$ cat config.mk
export PLATFORM = sky130hd
export DESIGN_NAME = modbus_rtu_master_transaction
export DESIGN_NICKNAME = d
export VERILOG_FILES = /design/src/rtl/core/mbrtu_pkg.sv /design/src/rtl/core/mbrtu_crc.sv /design/src/rtl/core/modbus_rtu_master_transaction.sv
export SDC_FILE = /design/constraint.sdc
export NUM_CORES = 1
export LEC_CHECK = 0
export CELL_PAD_IN_SITES_DETAIL_PLACEMENT = 0
export CELL_PAD_IN_SITES_GLOBAL_PLACEMENT = 1
export CORE_MARGIN = 2
export CORE_UTILIZATION = 53
export DETAILED_ROUTE_END_ITERATION = 10
export DONT_BUFFER_PORTS = 1
export PLACE_DENSITY = 0.81
export SETUP_SLACK_MARGIN = 0.1
export SYNTH_ARGS = -nofsm -noshare
export SYNTH_HDL_FRONTEND = slang
export SYNTH_SLANG_ARGS = --single-unit
$ cat constraint.sdc
create_clock -name clk -period 7.17 [get_ports clk]
set_clock_uncertainty 0.1 [all_clocks]
set_input_delay 0.3585 -clock clk [delete_from_list [all_inputs] [get_ports clk]]
set_output_delay 0.3585 -clock clk [all_outputs]
set_load 0.05 [all_outputs]
$ cat src/rtl/core/mbrtu_pkg.sv
// ----------------------------------------------------------------------------
// Modbus RTU master package
// Types and codes shared by the transaction block, CRC unit and checker.
// ----------------------------------------------------------------------------
`default_nettype none

package mbrtu_pkg;

  localparam logic [1:0] REQ_START = 2'd0;
  localparam logic [1:0] REQ_BYTE  = 2'd1;
  localparam logic [1:0] REQ_TICK  = 2'd2;

  localparam logic [1:0] KIND_TX     = 2'd0;
  localparam logic [1:0] KIND_STATUS = 2'd1;
  localparam logic [1:0] KIND_WORD   = 2'd2;

  localparam logic [2:0] STAT_OK       = 3'd0;
  localparam logic [2:0] STAT_TIMEOUT  = 3'd1;
  localparam logic [2:0] STAT_BADFRAME = 3'd2;
  localparam logic [2:0] STAT_CRC      = 3'd3;
  localparam logic [2:0] STAT_EXC      = 3'd4;
  localparam logic [2:0] STAT_BADARG   = 3'd5;

  localparam logic [7:0]  FC_READ     = 8'h04;
  localparam logic [7:0]  FC_WRITE    = 8'h06;
  localparam logic [7:0]  FC_EXC_BIT  = 8'h80;
  localparam logic [15:0] CRC_SEED    = 16'hFFFF;
  localparam logic [15:0] CRC_POLY    = 16'hA001;
  localparam logic [15:0] TIMEOUT_RST = 16'd500;
  localparam logic [15:0] WAIT_MAX    = 16'hFFFF;

  typedef enum logic [2:0] {
    S_IDLE,
    S_TX_BYTE,
    S_TX_LO,
    S_TX_HI,
    S_RX_CRC,
    S_STATUS,
    S_WORD_RD,
    S_WORD_OUT
  } state_t;

  typedef enum logic [1:0] {
    PH_IDLE,
    PH_RHDR,
    PH_RBODY,
    PH_WECHO
  } phase_t;

  typedef struct packed {
    logic       init;
    logic       add;
    logic [7:0] data;
  } crc_cmd_t;

endpackage

`default_nettype wire

$ cat src/rtl/core/mbrtu_crc.sv
// ----------------------------------------------------------------------------
// Modbus RTU CRC unit
// Bit-serial CRC-16/MODBUS accumulator, one bit per cycle, eight steps per byte.
// ----------------------------------------------------------------------------
`default_nettype none

module mbrtu_crc
  import mbrtu_pkg::*;
(
  input  wire logic        clk,
  input  wire logic        rst,
  input  wire crc_cmd_t    cmd,
  output logic             busy,
  output logic [15:0]      crc
);

  logic [2:0] cnt;

  always_ff @(posedge clk) begin
    if (rst) begin
      busy <= 1'b0;
      cnt  <= '0;
      crc  <= CRC_SEED;
    end else if (busy) begin
      crc  <= crc[0] ? ((crc >> 1) ^ CRC_POLY) : (crc >> 1);
      cnt  <= cnt + 3'd1;
      busy <= (cnt != 3'd7);
    end else if (cmd.init) begin
      crc <= CRC_SEED;
    end else if (cmd.add) begin
      crc  <= crc ^ {8'h00, cmd.data};
      cnt  <= '0;
      busy <= 1'b1;
    end
  end

endmodule

`default_nettype wire

$ cat src/rtl/core/modbus_rtu_master_transaction.sv
// ----------------------------------------------------------------------------
// Modbus RTU master transaction
// Builds FC04/FC06 requests, checks replies and echoes, emits register words.
// ----------------------------------------------------------------------------
//  channel  | handshake            | payload
//  in       | in_valid / in_ready  | req_type slave_addr func_write reg_addr
//           |                      | word_value rx_byte
//  out      | out_valid / out_ready| out_kind tx_byte status exception_code
//           |                      | reg_word reg_index last
//  cfg      | cfg_we               | cfg_data (response timeout)
//
// A received header, body or echo byte waits in S_RX_CRC while the CRC unit runs 8 steps.
// A start emits the six request bytes, each folded into the CRC, then CRC lo and hi.
// A good read reply then emits its words, each after a registered store read.
// Ticks and idle bytes keep the state in S_IDLE; a result-only item passes S_STATUS.
// Reset is synchronous; out_ready low stalls emission, no beat is dropped.
// ----------------------------------------------------------------------------
`default_nettype none

module modbus_rtu_master_transaction
  import mbrtu_pkg::*;
#(
  parameter int MAX_QTY = 16
) (
  input  wire logic        clk,
  input  wire logic        rst,
  input  wire logic        in_valid,
  output logic             in_ready,
  input  wire logic [1:0]  req_type,
  input  wire logic [7:0]  slave_addr,
  input  wire logic        func_write,
  input  wire logic [15:0] reg_addr,
  input  wire logic [15:0] word_value,
  input  wire logic [7:0]  rx_byte,
  output logic             out_valid,
  input  wire logic        out_ready,
  output logic [1:0]       out_kind,
  output logic [7:0]       tx_byte,
  output logic [2:0]       status,
  output logic [7:0]       exception_code,
  output logic [15:0]      reg_word,
  output logic [3:0]       reg_index,
  output logic             last,
  input  wire logic        cfg_we,
  input  wire logic [15:0] cfg_data
);

  localparam int AW = (MAX_QTY > 1) ? $clog2(MAX_QTY) : 1;

  state_t      state, state_next;
  phase_t      phase, phase_next;
  logic [7:0]  rq [0:5];
  logic [7:0]  qty, qty_next;
  logic [7:0]  rx_count, rx_count_next;
  logic [7:0]  crc_lo, crc_lo_next;
  logic [15:0] wait_cnt, wait_cnt_next;
  logic [7:0]  hdr_id, hdr_id_next;
  logic [7:0]  hdr_fc, hdr_fc_next;
  logic [7:0]  hold_hi, hold_hi_next;
  logic        echo_bad, echo_bad_next;
  logic [2:0]  tx_idx, tx_idx_next;
  logic        pend_valid, pend_valid_next;
  logic [2:0]  pend_status, pend_status_next;
  logic [7:0]  pend_exc, pend_exc_next;
  logic        pend_words, pend_words_next;
  logic [7:0]  widx, widx_next;
  logic [15:0] resp_limit;
  logic [15:0] store [0:MAX_QTY-1];
  logic [15:0] rdata;

  logic        load_req, rotate, store_we, emit;
  logic [1:0]  e_kind;
  logic [7:0]  e_tx;
  logic [2:0]  e_status;
  logic [7:0]  e_exc;
  logic [15:0] e_word;
  logic [3:0]  e_idx;
  logic        e_last;
  logic        slot_free;
  logic [7:0]  bc;
  logic [15:0] wc_inc;
  crc_cmd_t    cmd;
  logic        crc_busy;
  logic [15:0] crc;

  mbrtu_crc u_crc (
    .clk  (clk),
    .rst  (rst),
    .cmd  (cmd),
    .busy (crc_busy),
    .crc  (crc)
  );

  assign slot_free = !out_valid || out_ready;
  assign bc        = {qty[6:0], 1'b0};
  assign wc_inc    = (wait_cnt != WAIT_MAX) ? wait_cnt + 16'd1 : wait_cnt;
  assign in_ready  = (state == S_IDLE);

  always_comb begin
    state_next       = state;
    phase_next       = phase;
    qty_next         = qty;
    rx_count_next    = rx_count;
    crc_lo_next      = crc_lo;
    wait_cnt_next    = wait_cnt;
    hdr_id_next      = hdr_id;
    hdr_fc_next      = hdr_fc;
    hold_hi_next     = hold_hi;
    echo_bad_next    = echo_bad;
    tx_idx_next      = tx_idx;
    pend_valid_next  = pend_valid;
    pend_status_next = pend_status;
    pend_exc_next    = pend_exc;
    pend_words_next  = pend_words;
    widx_next        = widx;
    load_req         = 1'b0;
    rotate           = 1'b0;
    store_we         = 1'b0;
    emit             = 1'b0;
    e_kind           = KIND_TX;
    e_tx             = '0;
    e_status         = STAT_OK;
    e_exc            = '0;
    e_word           = '0;
    e_idx            = '0;
    e_last           = 1'b0;
    cmd              = '0;
    case (state)
      S_IDLE: begin
        if (in_valid) begin
          case (req_type)
            REQ_START: begin
              phase_next = PH_IDLE;
              if (!func_write && (word_value == 16'd0 || word_value > 16'(MAX_QTY))) begin
                pend_status_next = STAT_BADARG;
                pend_exc_next    = '0;
                pend_words_next  = 1'b0;
                state_next       = S_STATUS;
              end else begin
                load_req      = 1'b1;
                cmd.init      = 1'b1;
                tx_idx_next   = '0;
                qty_next      = func_write ? 8'd0 : word_value[7:0];
                rx_count_next = '0;
                crc_lo_next   = '0;
                wait_cnt_next = '0;
                echo_bad_next = 1'b0;
                state_next    = S_TX_BYTE;
              end
            end
            REQ_BYTE: begin
              case (phase)
                PH_RHDR: begin
                  cmd.add    = 1'b1;
                  cmd.data   = rx_byte;
                  state_next = S_RX_CRC;
                  if (rx_count == 8'd0) begin
                    hdr_id_next   = rx_byte;
                    rx_count_next = 8'd1;
                  end else if (rx_count == 8'd1) begin
                    hdr_fc_next   = rx_byte;
                    rx_count_next = 8'd2;
                  end else if (hdr_id != rq[0] || (hdr_fc & FC_EXC_BIT) != 8'h00 ||
                               hdr_fc != FC_READ || rx_byte != bc) begin
                    phase_next       = PH_IDLE;
                    pend_valid_next  = 1'b1;
                    pend_words_next  = 1'b0;
                    pend_exc_next    = '0;
                    pend_status_next = STAT_BADFRAME;
                    if (hdr_id == rq[0] && (hdr_fc & FC_EXC_BIT) != 8'h00) begin
                      pend_status_next = STAT_EXC;
                      pend_exc_next    = rx_byte;
                    end
                  end else begin
                    phase_next    = PH_RBODY;
                    rx_count_next = '0;
                    wait_cnt_next = '0;
                  end
                end
                PH_RBODY: begin
                  if (rx_count < bc) begin
                    cmd.add       = 1'b1;
                    cmd.data      = rx_byte;
                    store_we      = rx_count[0];
                    hold_hi_next  = rx_count[0] ? hold_hi : rx_byte;
                    rx_count_next = rx_count + 8'd1;
                    state_next    = S_RX_CRC;
                  end else if (rx_count == bc) begin
                    crc_lo_next   = rx_byte;
                    rx_count_next = rx_count + 8'd1;
                  end else begin
                    phase_next       = PH_IDLE;
                    pend_exc_next    = '0;
                    state_next       = S_STATUS;
                    if ({rx_byte, crc_lo} != crc) begin
                      pend_status_next = STAT_CRC;
                      pend_words_next  = 1'b0;
                    end else begin
                      pend_status_next = STAT_OK;
                      pend_words_next  = 1'b1;
                    end
                  end
                end
                PH_WECHO: begin
                  if (rx_count < 8'd6) begin
                    cmd.add       = 1'b1;
                    cmd.data      = rx_byte;
                    rotate        = 1'b1;
                    echo_bad_next = echo_bad || (rx_byte != rq[0]);
                    rx_count_next = rx_count + 8'd1;
                    state_next    = S_RX_CRC;
                  end else if (rx_count == 8'd6) begin
                    crc_lo_next   = rx_byte;
                    rx_count_next = 8'd7;
                  end else begin
                    phase_next      = PH_IDLE;
                    pend_exc_next   = '0;
                    pend_words_next = 1'b0;
                    state_next      = S_STATUS;
                    if ({rx_byte, crc_lo} != crc) begin
                      pend_status_next = STAT_CRC;
                    end else begin
                      pend_status_next = echo_bad ? STAT_BADFRAME : STAT_OK;
                    end
                  end
                end
                default: begin
                end
              endcase
            end
            REQ_TICK: begin
              if (phase != PH_IDLE) begin
                wait_cnt_next = wc_inc;
                if (wc_inc >= resp_limit) begin
                  phase_next       = PH_IDLE;
                  pend_status_next = STAT_TIMEOUT;
                  pend_exc_next    = '0;
                  pend_words_next  = 1'b0;
                  state_next       = S_STATUS;
                end
              end
            end
            default: begin
            end
          endcase
        end
      end
      S_TX_BYTE: begin
        if (!crc_busy && slot_free) begin
          emit        = 1'b1;
          e_kind      = KIND_TX;
          e_tx        = rq[0];
          cmd.add     = 1'b1;
          cmd.data    = rq[0];
          rotate      = 1'b1;
          tx_idx_next = tx_idx + 3'd1;
          if (tx_idx == 3'd5) begin
            state_next = S_TX_LO;
          end
        end
      end
      S_TX_LO: begin
        if (!crc_busy && slot_free) begin
          emit       = 1'b1;
          e_kind     = KIND_TX;
          e_tx       = crc[7:0];
          state_next = S_TX_HI;
        end
      end
      S_TX_HI: begin
        if (slot_free) begin
          emit       = 1'b1;
          e_kind     = KIND_TX;
          e_tx       = crc[15:8];
          e_last     = 1'b1;
          cmd.init   = 1'b1;
          phase_next = (rq[1] == FC_WRITE) ? PH_WECHO : PH_RHDR;
          state_next = S_IDLE;
        end
      end
      S_RX_CRC: begin
        if (!crc_busy) begin
          state_next = pend_valid ? S_STATUS : S_IDLE;
        end
      end
      S_STATUS: begin
        if (slot_free) begin
          emit            = 1'b1;
          e_kind          = KIND_STATUS;
          e_status        = pend_status;
          e_exc           = pend_exc;
          e_last          = !pend_words;
          pend_valid_next = 1'b0;
          widx_next       = '0;
          state_next      = pend_words ? S_WORD_RD : S_IDLE;
        end
      end
      S_WORD_RD: begin
        state_next = S_WORD_OUT;
      end
      S_WORD_OUT: begin
        if (slot_free) begin
          emit       = 1'b1;
          e_kind     = KIND_WORD;
          e_word     = rdata;
          e_idx      = widx[3:0];
          e_last     = (widx == qty - 8'd1);
          widx_next  = widx + 8'd1;
          state_next = e_last ? S_IDLE : S_WORD_RD;
        end
      end
      default: begin
        state_next = S_IDLE;
      end
    endcase
  end

  always_ff @(posedge clk) begin
    if (rst) begin
      state      <= S_IDLE;
      phase      <= PH_IDLE;
      pend_valid <= 1'b0;
      out_valid  <= 1'b0;
      resp_limit <= TIMEOUT_RST;
      qty        <= '0;
      rx_count   <= '0;
      wait_cnt   <= '0;
    end else begin
      state      <= state_next;
      phase      <= phase_next;
      pend_valid <= pend_valid_next;
      qty        <= qty_next;
      rx_count   <= rx_count_next;
      wait_cnt   <= wait_cnt_next;
      if (cfg_we) begin
        resp_limit <= cfg_data;
      end
      if (emit) begin
        out_valid <= 1'b1;
      end else if (out_ready) begin
        out_valid <= 1'b0;
      end
    end
  end

  always_ff @(posedge clk) begin
    crc_lo      <= crc_lo_next;
    hdr_id      <= hdr_id_next;
    hdr_fc      <= hdr_fc_next;
    hold_hi     <= hold_hi_next;
    echo_bad    <= echo_bad_next;
    tx_idx      <= tx_idx_next;
    pend_status <= pend_status_next;
    pend_exc    <= pend_exc_next;
    pend_words  <= pend_words_next;
    widx        <= widx_next;
    if (emit) begin
      out_kind       <= e_kind;
      tx_byte        <= e_tx;
      status         <= e_status;
      exception_code <= e_exc;
      reg_word       <= e_word;
      reg_index      <= e_idx;
      last           <= e_last;
    end
    if (load_req) begin
      rq[0] <= slave_addr;
      rq[1] <= func_write ? FC_WRITE : FC_READ;
      rq[2] <= reg_addr[15:8];
      rq[3] <= reg_addr[7:0];
      rq[4] <= word_value[15:8];
      rq[5] <= word_value[7:0];
    end else if (rotate) begin
      rq[0] <= rq[1];
      rq[1] <= rq[2];
      rq[2] <= rq[3];
      rq[3] <= rq[4];
      rq[4] <= rq[5];
      rq[5] <= rq[0];
    end
  end

  always_ff @(posedge clk) begin
    if (store_we) begin
      store[rx_count[AW:1]] <= {hold_hi, rx_byte};
    end
    rdata <= store[widx[AW-1:0]];
  end

endmodule

`default_nettype wire

==> Yosys cells after proc, flatten, opt, wreduce, memory -nomap -nowiden <==
Memories as Yosys holds them, arrays and structs flattened. A register that Yosys moved wholly into a read port is not among the register bits.
Cells that the tools add are included.
{ "op_classes": {"eq_ne": 78, "mux": 184, "n_addsub": 6, "order_cmp": 4, "n_reduce_logical": 46, "bitwise": 11} }
{ "op_table": {"columns": ["op", "count"], "rows": [
  ["8-bit two-way mux", 35],
  ["16-bit two-way mux", 11],
  ["3-bit two-way mux", 36],
  ["8-bit one-hot mux with 3 select lines", 4],
  ["8-bit one-hot mux with 2 select lines", 4],
  ["1-bit two-way mux", 51],
  ["16-bit one-hot mux with 3 select lines", 1],
  ["2-bit != test (second input constant)", 20],
  ["9-bit two-way mux", 4],
  ["3-bit != test (second input constant)", 12],
  ["3-bit one-hot mux with 3 select lines", 4],
  ["2-bit two-way mux", 17],
  ["4-bit != test (second input constant)", 8],
  ["14-bit AND reduction", 2],
  ["9-bit one-hot mux with 3 select lines", 1],
  ["8-bit == test", 3],
  ["8-bit != test", 3],
  ["3-bit one-hot mux with 8 select lines", 1],
  ["9-bit one-hot mux with 2 select lines", 1],
  ["6-bit AND reduction", 3],
  ["9-bit AND reduction", 2],
  ["16-bit by 1-bit adder with 16-bit output (second input constant)", 1],
  ["8-bit by 1-bit adder with 8-bit output (second input constant)", 2],
  ["8-bit by 3-bit == test with 1-bit output (second input constant)", 2],
  ["48 further kinds", 101]
]} }
{ "word_totals": {"n_memories": 2, "regBits": 173, "inputBits": 72, "elab_cells": 359, "mem_bits_rw": 304} }
{ "memory_table": {"columns": ["memory", "words", "width", "read_ports", "rd_ports_with_merged_regs", "write_ports", "line_no", "source"], "rows": [
  ["store", 16, 16, 1, 1, 1, "modbus_rtu_master_transaction.sv:68", "logic [15:0] store [0:MAX_QTY-1];"],
  ["rq", 6, 8, 6, 0, 6, "modbus_rtu_master_transaction.sv:52", "logic [7:0] rq [0:5];"]
]} }

==> Logic depth before layout (Yosys ltp) <==
Gate-level depths: netlist of the first run.
An unclocked memory read counts as a cell.
{ "depth": {"depth_word": 12, "depth_mapped": 14} }

==> Hierarchy <==
A second synthesis of the first run with hierarchy kept.
{ "unflattened": {"hier_cells": 1472, "hier_area_um2": 21647.0} }
{ "by_module_without_submodules": {"columns": ["module", "n_inst", "cells_each", "area_per_inst_um2"], "rows": [
  ["modbus_rtu_master_transaction", 1, 1362, 20667.3],
  ["mbrtu_crc", 1, 110, 979.7]
]} }

==> Worst setup path after synthesis of the first run <==
Ideal clock, no wire load.
{ "synth_timing": {"kind": "in2reg", "from": "input req_type[1]", "to": "memory rq[0][0] (enable)", "path_buffers": 3, "arrival_time_ns": 4.975, "setup_ns": 0.520, "setup_slack_ns": 1.575, "stages": 7, "path_cell_list": "inv_1 -> ha_1 -> clkbuf_1 -> clkbuf_1 -> buf_1 -> a21oi_1 -> o21ai_0"} }
{ "synth_lines": {"columns": ["element", "line_no", "source"], "rows": [
  ["from (decl)", "modbus_rtu_master_transaction.sv:29", "input wire logic [1:0] req_type,"],
  ["to (decl)", "modbus_rtu_master_transaction.sv:52", null]
]} }

==> Worst setup path in the final report of the first run <==
{ "layout_timing": {"from": "register wait_cnt[0]", "to": "register pend_exc[1] (enable)"} }
{ "layout_between": {"elab_chain_cells": 5, "word_cells_on_any_way": 6} }
{ "layout_rtl": {"columns": ["element", "line_no", "source"], "rows": [
  ["from (decl)", "modbus_rtu_master_transaction.sv:56", "logic [15:0] wait_cnt, wait_cnt_next;"],
  ["from (signal assigned)", "modbus_rtu_master_transaction.sv:334", "wait_cnt <= wait_cnt_next;"],
  ["16-bit by 1-bit adder with 16-bit output / 16-bit != test (equally long branches)", "modbus_rtu_master_transaction.sv:96", "assign wc_inc = (wait_cnt != WAIT_MAX) ? wait_cnt + 16'd1 : wait_cnt;"],
  ["16-bit two-way mux *", "modbus_rtu_master_transaction.sv:96", null],
  ["16-bit greater-or-equal comparator *", "modbus_rtu_master_transaction.sv:234", "if (wc_inc >= resp_limit) begin"],
  ["2-bit != test (no line) *", null, null],
  ["14-bit AND reduction (no line) *", null, null],
  ["to (signal assigned)", "modbus_rtu_master_transaction.sv:354", "pend_exc <= pend_exc_next;"],
  ["to (decl)", "modbus_rtu_master_transaction.sv:64", "logic [7:0] pend_exc, pend_exc_next;"]
]} }
Every way passes the cells marked *; elsewhere a longest branch is shown, timed or not.
A chain may end at the register's enable or synchronous reset.

==> results of run 1 <==
-- power by group through the flow --
stage / sequential, mW / clock [mW] / combinational (mW)
after CTS: 3.84 / 2.67 / 0.967
after detailed placement: 3.89 / 0 / 0.899
after global routing: 3.86 / 2.78 / 1.06
after floorplan: 3.82 / 0 / 0.704
final: 3.84 / 2.63 / 0.976
after global placement: 3.89 / 0 / 0.883
-- cell type report --
class | instances | area [um2] | area share
well taps | 525 | 656.9 | 0.02679
repair buffers | 111 | 1051 | 0.04287
clock inverters | 25 | 306.5 | 0.01250
clock buffers | 66 | 1350 | 0.05506
inverters | 72 | 270.3 | 0.01102
diodes | 1 | 2.502 | 0.0001021
flip-flops and latches | 493 | 13890 | 0.5667
multi-input cells | 852 | 6987 | 0.2850
-- Yosys cell counts (all sizes together), types with 6 or more instances --
library cell    n  area share
mux4           80       0.084
buf            25      0.0057
edfxtp        402        0.56
clkbuf         52      0.0091
o21ai          36      0.0086
nand3b          9      0.0032
a31o            7      0.0029
nor3           24      0.0068
nand2          87       0.015
a221o           7      0.0033
nor2          104       0.018
nand3          50       0.012
ha             42       0.025
and2           16      0.0047
and3           33      0.0096
mux2i          13      0.0061
o211ai         12      0.0042
or3             7      0.0020
a21oi          64       0.015
xnor2          31       0.013
nor2b           7      0.0020
o32ai           6      0.0025
a222oi          7      0.0033
xor2           38       0.016
o22ai          16      0.0047
mux2           44       0.023
nor4           18      0.0060
o21a            7      0.0025
nand2b         11      0.0032
nand4          16      0.0047
dfxtp          91       0.085
inv            72       0.013
-- sequential cells by signal, summed over array words and instances (netlist names), 4 cells and up --
register and cells:
store 256, u_crc.crc 16, rdata 16, exception_code 8
pend_exc 8, hold_hi 8, crc_lo 8, widx 8
hdr_id 8, resp_limit 16, rx_count 8, wait_cnt 16
qty 8, tx_byte 8, hdr_fc 8, rq 48
reg_index 4, reg_word 16
-- through the flow --
stage / worst slack, ps / util / hold WS [ps] / instance area [um2]
after floorplan: 1575 / - / 354.8 / 21410
after global placement: 2527 / 0.5534 / 346.5 / 22040
after detailed placement: 2386 / 0.5534 / 348.6 / 22040
after CTS: 2379 / 0.6156 / 11.14 / 24510
after global routing: 1952 / 0.6156 / 49.89 / 24510
final: 2355 / 0.6157 / 44.64 / 24520
-- logic make-up (layout without fill, tap and decap cells) --
family,Yosys count,after routing,share of synthesized area
buffers and inverters,149,274,0.02747
and+or+nand+nor,401,401,0.09469
DFF,493,493,0.6491
xor gates and xnor gates,69,69,0.02823
adders and majority gates,42,42,0.02455
AOI/OAI and AO/OA,203,203,0.06260
other,0,1,0
muxes,137,137,0.1134
-- cells in the final DEF (no fill, tap or decap), types with 9 or more instances in the layout --
cell type | netlist | layout
a21oi_1 | 63 | 63
o211ai_1 | 12 | 12
and2_1 | 16 | 16
nand2_1 | 87 | 87
ha_1 | 42 | 42
edfxtp_1 | 402 | 402
clkbuf_16 | 0 | 49
xor2_1 | 38 | 38
nand3_1 | 49 | 49
o22ai_1 | 16 | 16
xnor2_1 | 31 | 31
nand2b_1 | 11 | 11
o21ai_0 | 30 | 29
dlygate4sd3_1 | 0 | 79
nor3_2 | 3 | 9
mux2i_1 | 13 | 13
nor3_1 | 20 | 14
mux4_2 | 80 | 80
nor2_1 | 104 | 103
dfxtp_1 | 91 | 91
clkbuf_1 | 52 | 11
nand3b_1 | 9 | 9
buf_4 | 3 | 31
mux2_2 | 44 | 44
nor4_1 | 17 | 16
nand4_1 | 16 | 16
and3_1 | 33 | 33
inv_1 | 72 | 72
-- routing by layer --
| layer | track usage | part of all wire | wire length (um) | vias up |
|---|---|---|---|---|
| li1 | - | - | - | 5880 |
| met1 | 0.3648 | 0.42 | 22150 | 6638 |
| met2 | 0.3959 | 0.46 | 24190 | 578 |
| met3 | 0.06236 | 0.091 | 4765 | 89 |
| met4 | 0.07657 | 0.025 | 1315 | 0 |
| met5 | 0 | 0 | 0 | - |
-- timing repair --
item / in CTS / in global routing
setup endpoints to repair: 0 / 0
endpoints found under the hold margin: 273 / 0
buffers inserted: 0 / 0
hold buffers: 80 / 0
-- path summary, 6_finish.rpt --
check / depth (start not counted) / endpoint / slack (ps)
max: 13 / pend_exc[1] / 2350
min: 2 / echo_bad / 40
max reg2reg: 13 / pend_exc[1] / 2350
min reg2reg: 2 / wait_cnt[1] / 390
==> metrics.csv, run 1 <==
stage,metric,value,unit
setup_path,CP Class,register to register,
power,Max IR drop VDD,221.1,uV
synthesis,Post-synth ARST share,0,
die,Initial Utilization,0.5375,
global_routing,initial antenna violation count,0,
die,Die Wd,205.0,um
power,Switching Share,0.2944,
setup_path,Arrival @ worst endpoint,4930,ps
synthesis,synthesized cell area,0.02141,mm2
global_routing,vias in the first global route,13070,
setup_path,Worst Path Required,7290,ps
die,core area,0.03982,mm2
synthesis,Most used DFF post-synth,edfxtp_1,
drt,routed via count,13190,
timing,RSZ-0062 raised after global routing,no,
cells_and_area,layout cells sized above 1,0.1618,
timing,FMAX,207.7,MHz
timing,Rel. slew slack,0.1889,
die,IO Pins,116,
cts,Post-CTS Resized,0,
cells_and_area,"non-filler cells, final",2145,
setup_path,R2R Path Start,wait_cnt[0],
timing,Final Hold Fails,0,
power,PD cells,303.9,mW/mm2
placement,port bufs,0,
cts,"CTS clk-pin slew, worst paths",70,ps
setup_path,"Largest delay share family, worst path",compound AO/OA/AOI/OAI gates,
placement,gpl congestion,0.8736,
power,Comb pwr share,0.131,
power,sequential share of power,0.516,
timing,"Slew Viols, Final",0,
drt,DRT iter0 DRCs,1366,
setup_path,Crit path largest cell delay,950,ps
synthesis,Post-Syn Instances,1494,
timing,# setup viols final,0,
setup_path,Startpoint Class,register,
cts,TritonCTS buffer count,49,
cts,Clock Path Buffers,3,
power,Internal,5.257,mW
global_routing,Congestion Overflow GR,0,
drt,vias per cell,6.147,
cells_and_area,Layout Nets,1693,
die,die area,0.04201,mm2
synthesis,Synth Net Count,1608,
setup_path,Setup crit end kind,register,
power,Clock power frac,0.353,
setup_path,cells along the critical path,ha_1 > nand2_1 > nor4_1 > a21oi_1 > and3_1 > xor2_1 > ha_1 > nand3_1 > o31ai_1 > a21oi_1 > a21oi_1 > nand3_1 > a21oi_1,
cells_and_area,Fillers,2976,
drt,Routed wire per std cell,24.44,um
hold_path,Hold Path Class,input port to register,
drt,First-pass DRT Iterations,5,
setup_path,CP Max Fanout,12,
cts,Root Buffer,clkbuf_16,
cts,CTS tree,done,
timing,Worst-Margin Slew,1207,ps
cts,Sink Count,493,
drt,DRC viols,0,
synthesis,Synth Register Bits,493,
synthesis,number of enable flip-flop cells after synthesis,402,
global_routing,largest net degree at the start of global routing,67,
drt,DRT antenna net count,0,
global_routing,first-pass GRT wire length,79830,um
placement,HPWL Detailed,31030,um
cts,Worst-Skew Late Latency,610,ps
setup_path,Worst Path Buf+Inv,0,
synthesis,register area share after synthesis,0.6491,
hold_path,hold path startpoint,rx_byte[7],
die,FP Rows,73,
synthesis,yosys warns,0,
placement,# placed instances,1973,
power,Pleak,8.638,nW
timing,minimum clock period,4815,ps
drt,WL final,52410,um
cells_and_area,Syn-to-layout area delta,14.54,%
synthesis,"Avg Cell Area, Syn",14.33,um2
synthesis,Yosys cell types,72,
cts,htree depth,2,
job,Maximum Capacitance Violations,0,
setup_path,CP startpoint,wait_cnt[0],
power,total net switching power,2.194,mW
timing,Final Cycle Share,0.6716,
setup_path,Crit path top cell by count,a21oi_1,
setup_path,CP max-delay cell,a21oi_1,
timing,Final TNS setup,0,ps
global_routing,GRT Overall Usage,0.2569,
power,Overall Power,7.450,mW
outcome,status,finished clean,
die,Die H,205.0,um
(Power assumes the default switching activity.)
==> run 2: changes to the inputs <==
==> constraint.sdc (replaced) <==
create_clock -name clk -period 4.7 [get_ports clk]
set_clock_uncertainty 0.1 [all_clocks]
set_input_delay 0.235 -clock clk [delete_from_list [all_inputs] [get_ports clk]]
set_output_delay 0.235 -clock clk [all_outputs]
set_load 0.05 [all_outputs]
==> metrics.csv, run 2 (synthesis results as in run 1) <==
stage,metric,value,unit,change
global_routing,initial antenna violation count,0,,unchanged
timing,minimum clock period,3983,ps,-832.1 ps
die,Die H,205.0,um,unchanged
placement,port bufs,0,,unchanged
setup_path,CP startpoint,wait_cnt[0],,
timing,Final Cycle Share,0.8474,,+0.1759
timing,"Slew Viols, Final",0,,unchanged
cts,Post-CTS Resized,0,,unchanged
drt,First-pass DRT Iterations,6,,+1
global_routing,GRT Overall Usage,0.2632,,+0.006324
power,PD cells,465.9,mW/mm2,+53%
timing,# setup viols final,0,,unchanged
timing,final hold slack,41.03,ps,-3.608 ps
placement,gpl congestion,0.8973,,+2.7%
drt,DRT iter0 DRCs,1471,,+7.7%
timing,Final Hold Fails,0,,unchanged
die,Die Wd,205.0,um,unchanged
die,FP Rows,73,,unchanged
setup_path,Worst Path Required,5100,ps,-2190 ps
die,die area,0.04201,mm2,unchanged
cts,Clock Path Buffers,3,,unchanged
setup_path,CP Max Fanout,8,,-4
cts,Root Buffer,clkbuf_16,,
cts,Sink Count,493,,unchanged
timing,FMAX,251.1,MHz,+21%
drt,DRT antenna net count,0,,unchanged
setup_path,Startpoint Class,register,,
die,IO Pins,116,,unchanged
cts,Worst-Skew Late Latency,610,ps,about the same
setup_path,R2R Path Start,wait_cnt[0],,
cts,htree depth,2,,unchanged
cells_and_area,most frequent cells in the layout,"edfxtp_1, nor2_1, dfxtp_1",,
cells_and_area,Largest register FFs,256,,unchanged
cells_and_area,layout cells sized above 1,0.1752,,+0.01335
timing,Worst-Margin Slew,1101,ps,-105.8 ps
global_routing,vias in the first global route,12920,,-1.2%
cells_and_area,"commonest non-fill, non-tap cell in the layout",edfxtp_1,,
cts,"CTS clk-pin slew, worst paths",60,ps,about the same
drt,routed via count,13310,,+0.96%
timing,Rel. slew slack,0.2633,,+0.07431
placement,HPWL Detailed,32480,um,+4.7%
global_routing,first-pass GRT wire length,81220,um,+1.7%
setup_path,length in cells of the worst reg-to-reg path,14,,+1
job,Maximum Capacitance Violations,0,,unchanged
cts,post-cts hold buffer count,90,,+13%
die,core area,0.03982,mm2,unchanged
die,Initial Utilization,0.5375,,unchanged
cells_and_area,Layout Nets,1716,,+1.4%
power,Max IR drop VDD,289.3,uV,+31%
setup_path,Arrival @ worst endpoint,4390,ps,-540 ps
setup_path,capture point of the worst path,state[2],,
setup_path,Reg2Reg Setup Slack,720,ps,-1640 ps
cts,CTS tree,done,,
hold_path,Hold Path Class,input port to register,,
outcome,status,finished clean,,
drt,DRC viols,0,,unchanged
setup_path,worst r2r dst,state[2],,
cts,TritonCTS buffer count,50,,+2.0%
drt,WL final,53950,um,+2.9%
cts,number of setup buffers added after CTS,0,,unchanged
cells_and_area,Syn-to-layout area delta,16.13,%,
setup_path,CP Class,register to register,,
timing,Final TNS setup,0,ps,unchanged
power,Pleak,8.834,nW,+2.3%
global_routing,Congestion Overflow GR,0,,unchanged
drt,vias per cell,6.134,,-0.21%
timing,RSZ-0062 raised after global routing,no,,
global_routing,largest net degree at the start of global routing,71,,+6.0%
setup_path,Setup crit end kind,register,,
drt,Routed wire per std cell,24.86,um,+1.7%
-- run 2: cell count changes in the layout (fill, tap and decap cells not counted), moves of 2 or more --
cell / previous run / this run
buf_12: 0 / 2
buf_4: 31 / 42
bufinv_16: 5 / 8
clkbuf_1: 11 / 4
clkbuf_8: 6 / 4
clkinv_1: 5 / 2
clkinv_2: 6 / 15
dlygate4sd3_1: 79 / 88
-- run 2: power by group --
group	leakage (nW)	internal (mW)	switching, mW	total (mW)
Clock	0.872	2.49	1.75	4.24
Sequential	4.38	5.16	0.684	5.85
Combinational	3.59	0.546	0.948	1.49
-- run 2: metrics by stage --
stage | worst slack, ps | utilization | cells | power [mW] | instance area [um2]
5_1_grt | 434.6 | 0.6242 | 2169 | 11.97 | 24860
3_3_place_gp | 874.5 | 0.5560 | 1985 | 7.277 | 22140
4_1_cts | 791.5 | 0.6242 | 2169 | 11.65 | 24860
6_report | 717.0 | 0.6242 | 2170 | 11.58 | 24860
3_5_place_dp | 820.2 | 0.5560 | 1985 | 7.308 | 22140
2_1_floorplan | 520.3 | - | 1494 | 6.896 | 21410
-- run 2: routing by layer --
metal  vias up  wire (um)  global-route usage
met5         -          0                   0
met4         0       1638             0.08967
met3        88       4604             0.05966
met2       609      25050              0.4044
met1      6696      22650              0.3728
li1       5918          -                   -
-- run 2: worst min path at each step --
| stage | cells past startpoint | to | start | slack (ps) |
|---|---|---|---|---|
| 2_1_floorplan | 0 | hdr_fc[0] | rx_byte[0] | 230 |
| 3_3_place_gp | 1 | wait_cnt[1] | rst | 220 |
| 3_5_place_dp | 1 | wait_cnt[0] | rst | 220 |
| 4_1_cts | 3 | state[2] | out_ready | 10 |
| 5_1_grt | 4 | echo_bad | rx_byte[0] | 60 |
| 6_report | 3 | state[2] | out_ready | 40 |
-- run 2: worst max-delay path, stage by stage, from the launching register on --
cell	delay, ps
dfxtp_1	340
ha_1	230
nand2_1	120
nor4_1	70
buf_4	140
a21oi_1	520
and3_1	310
xor2_1	100
ha_1	300
nand3_1	90
o31ai_1	420
a21oi_1	180
o21ai_0	540
o311ai_0	270
o32ai_1	170
-- run 2: area by class of cell --
class / instances / area, um2
Tap cell: 525 / 656.9
Antenna cell: 1 / 2.502
Fill cell: 2981 / 14960
Inverter: 72 / 270.3
Clock buffer: 58 / 1321
Sequential cell: 493 / 13890
Timing Repair Buffer: 133 / 1264
Multi-Input combinational cell: 852 / 6987
Clock inverter: 36 / 464.2
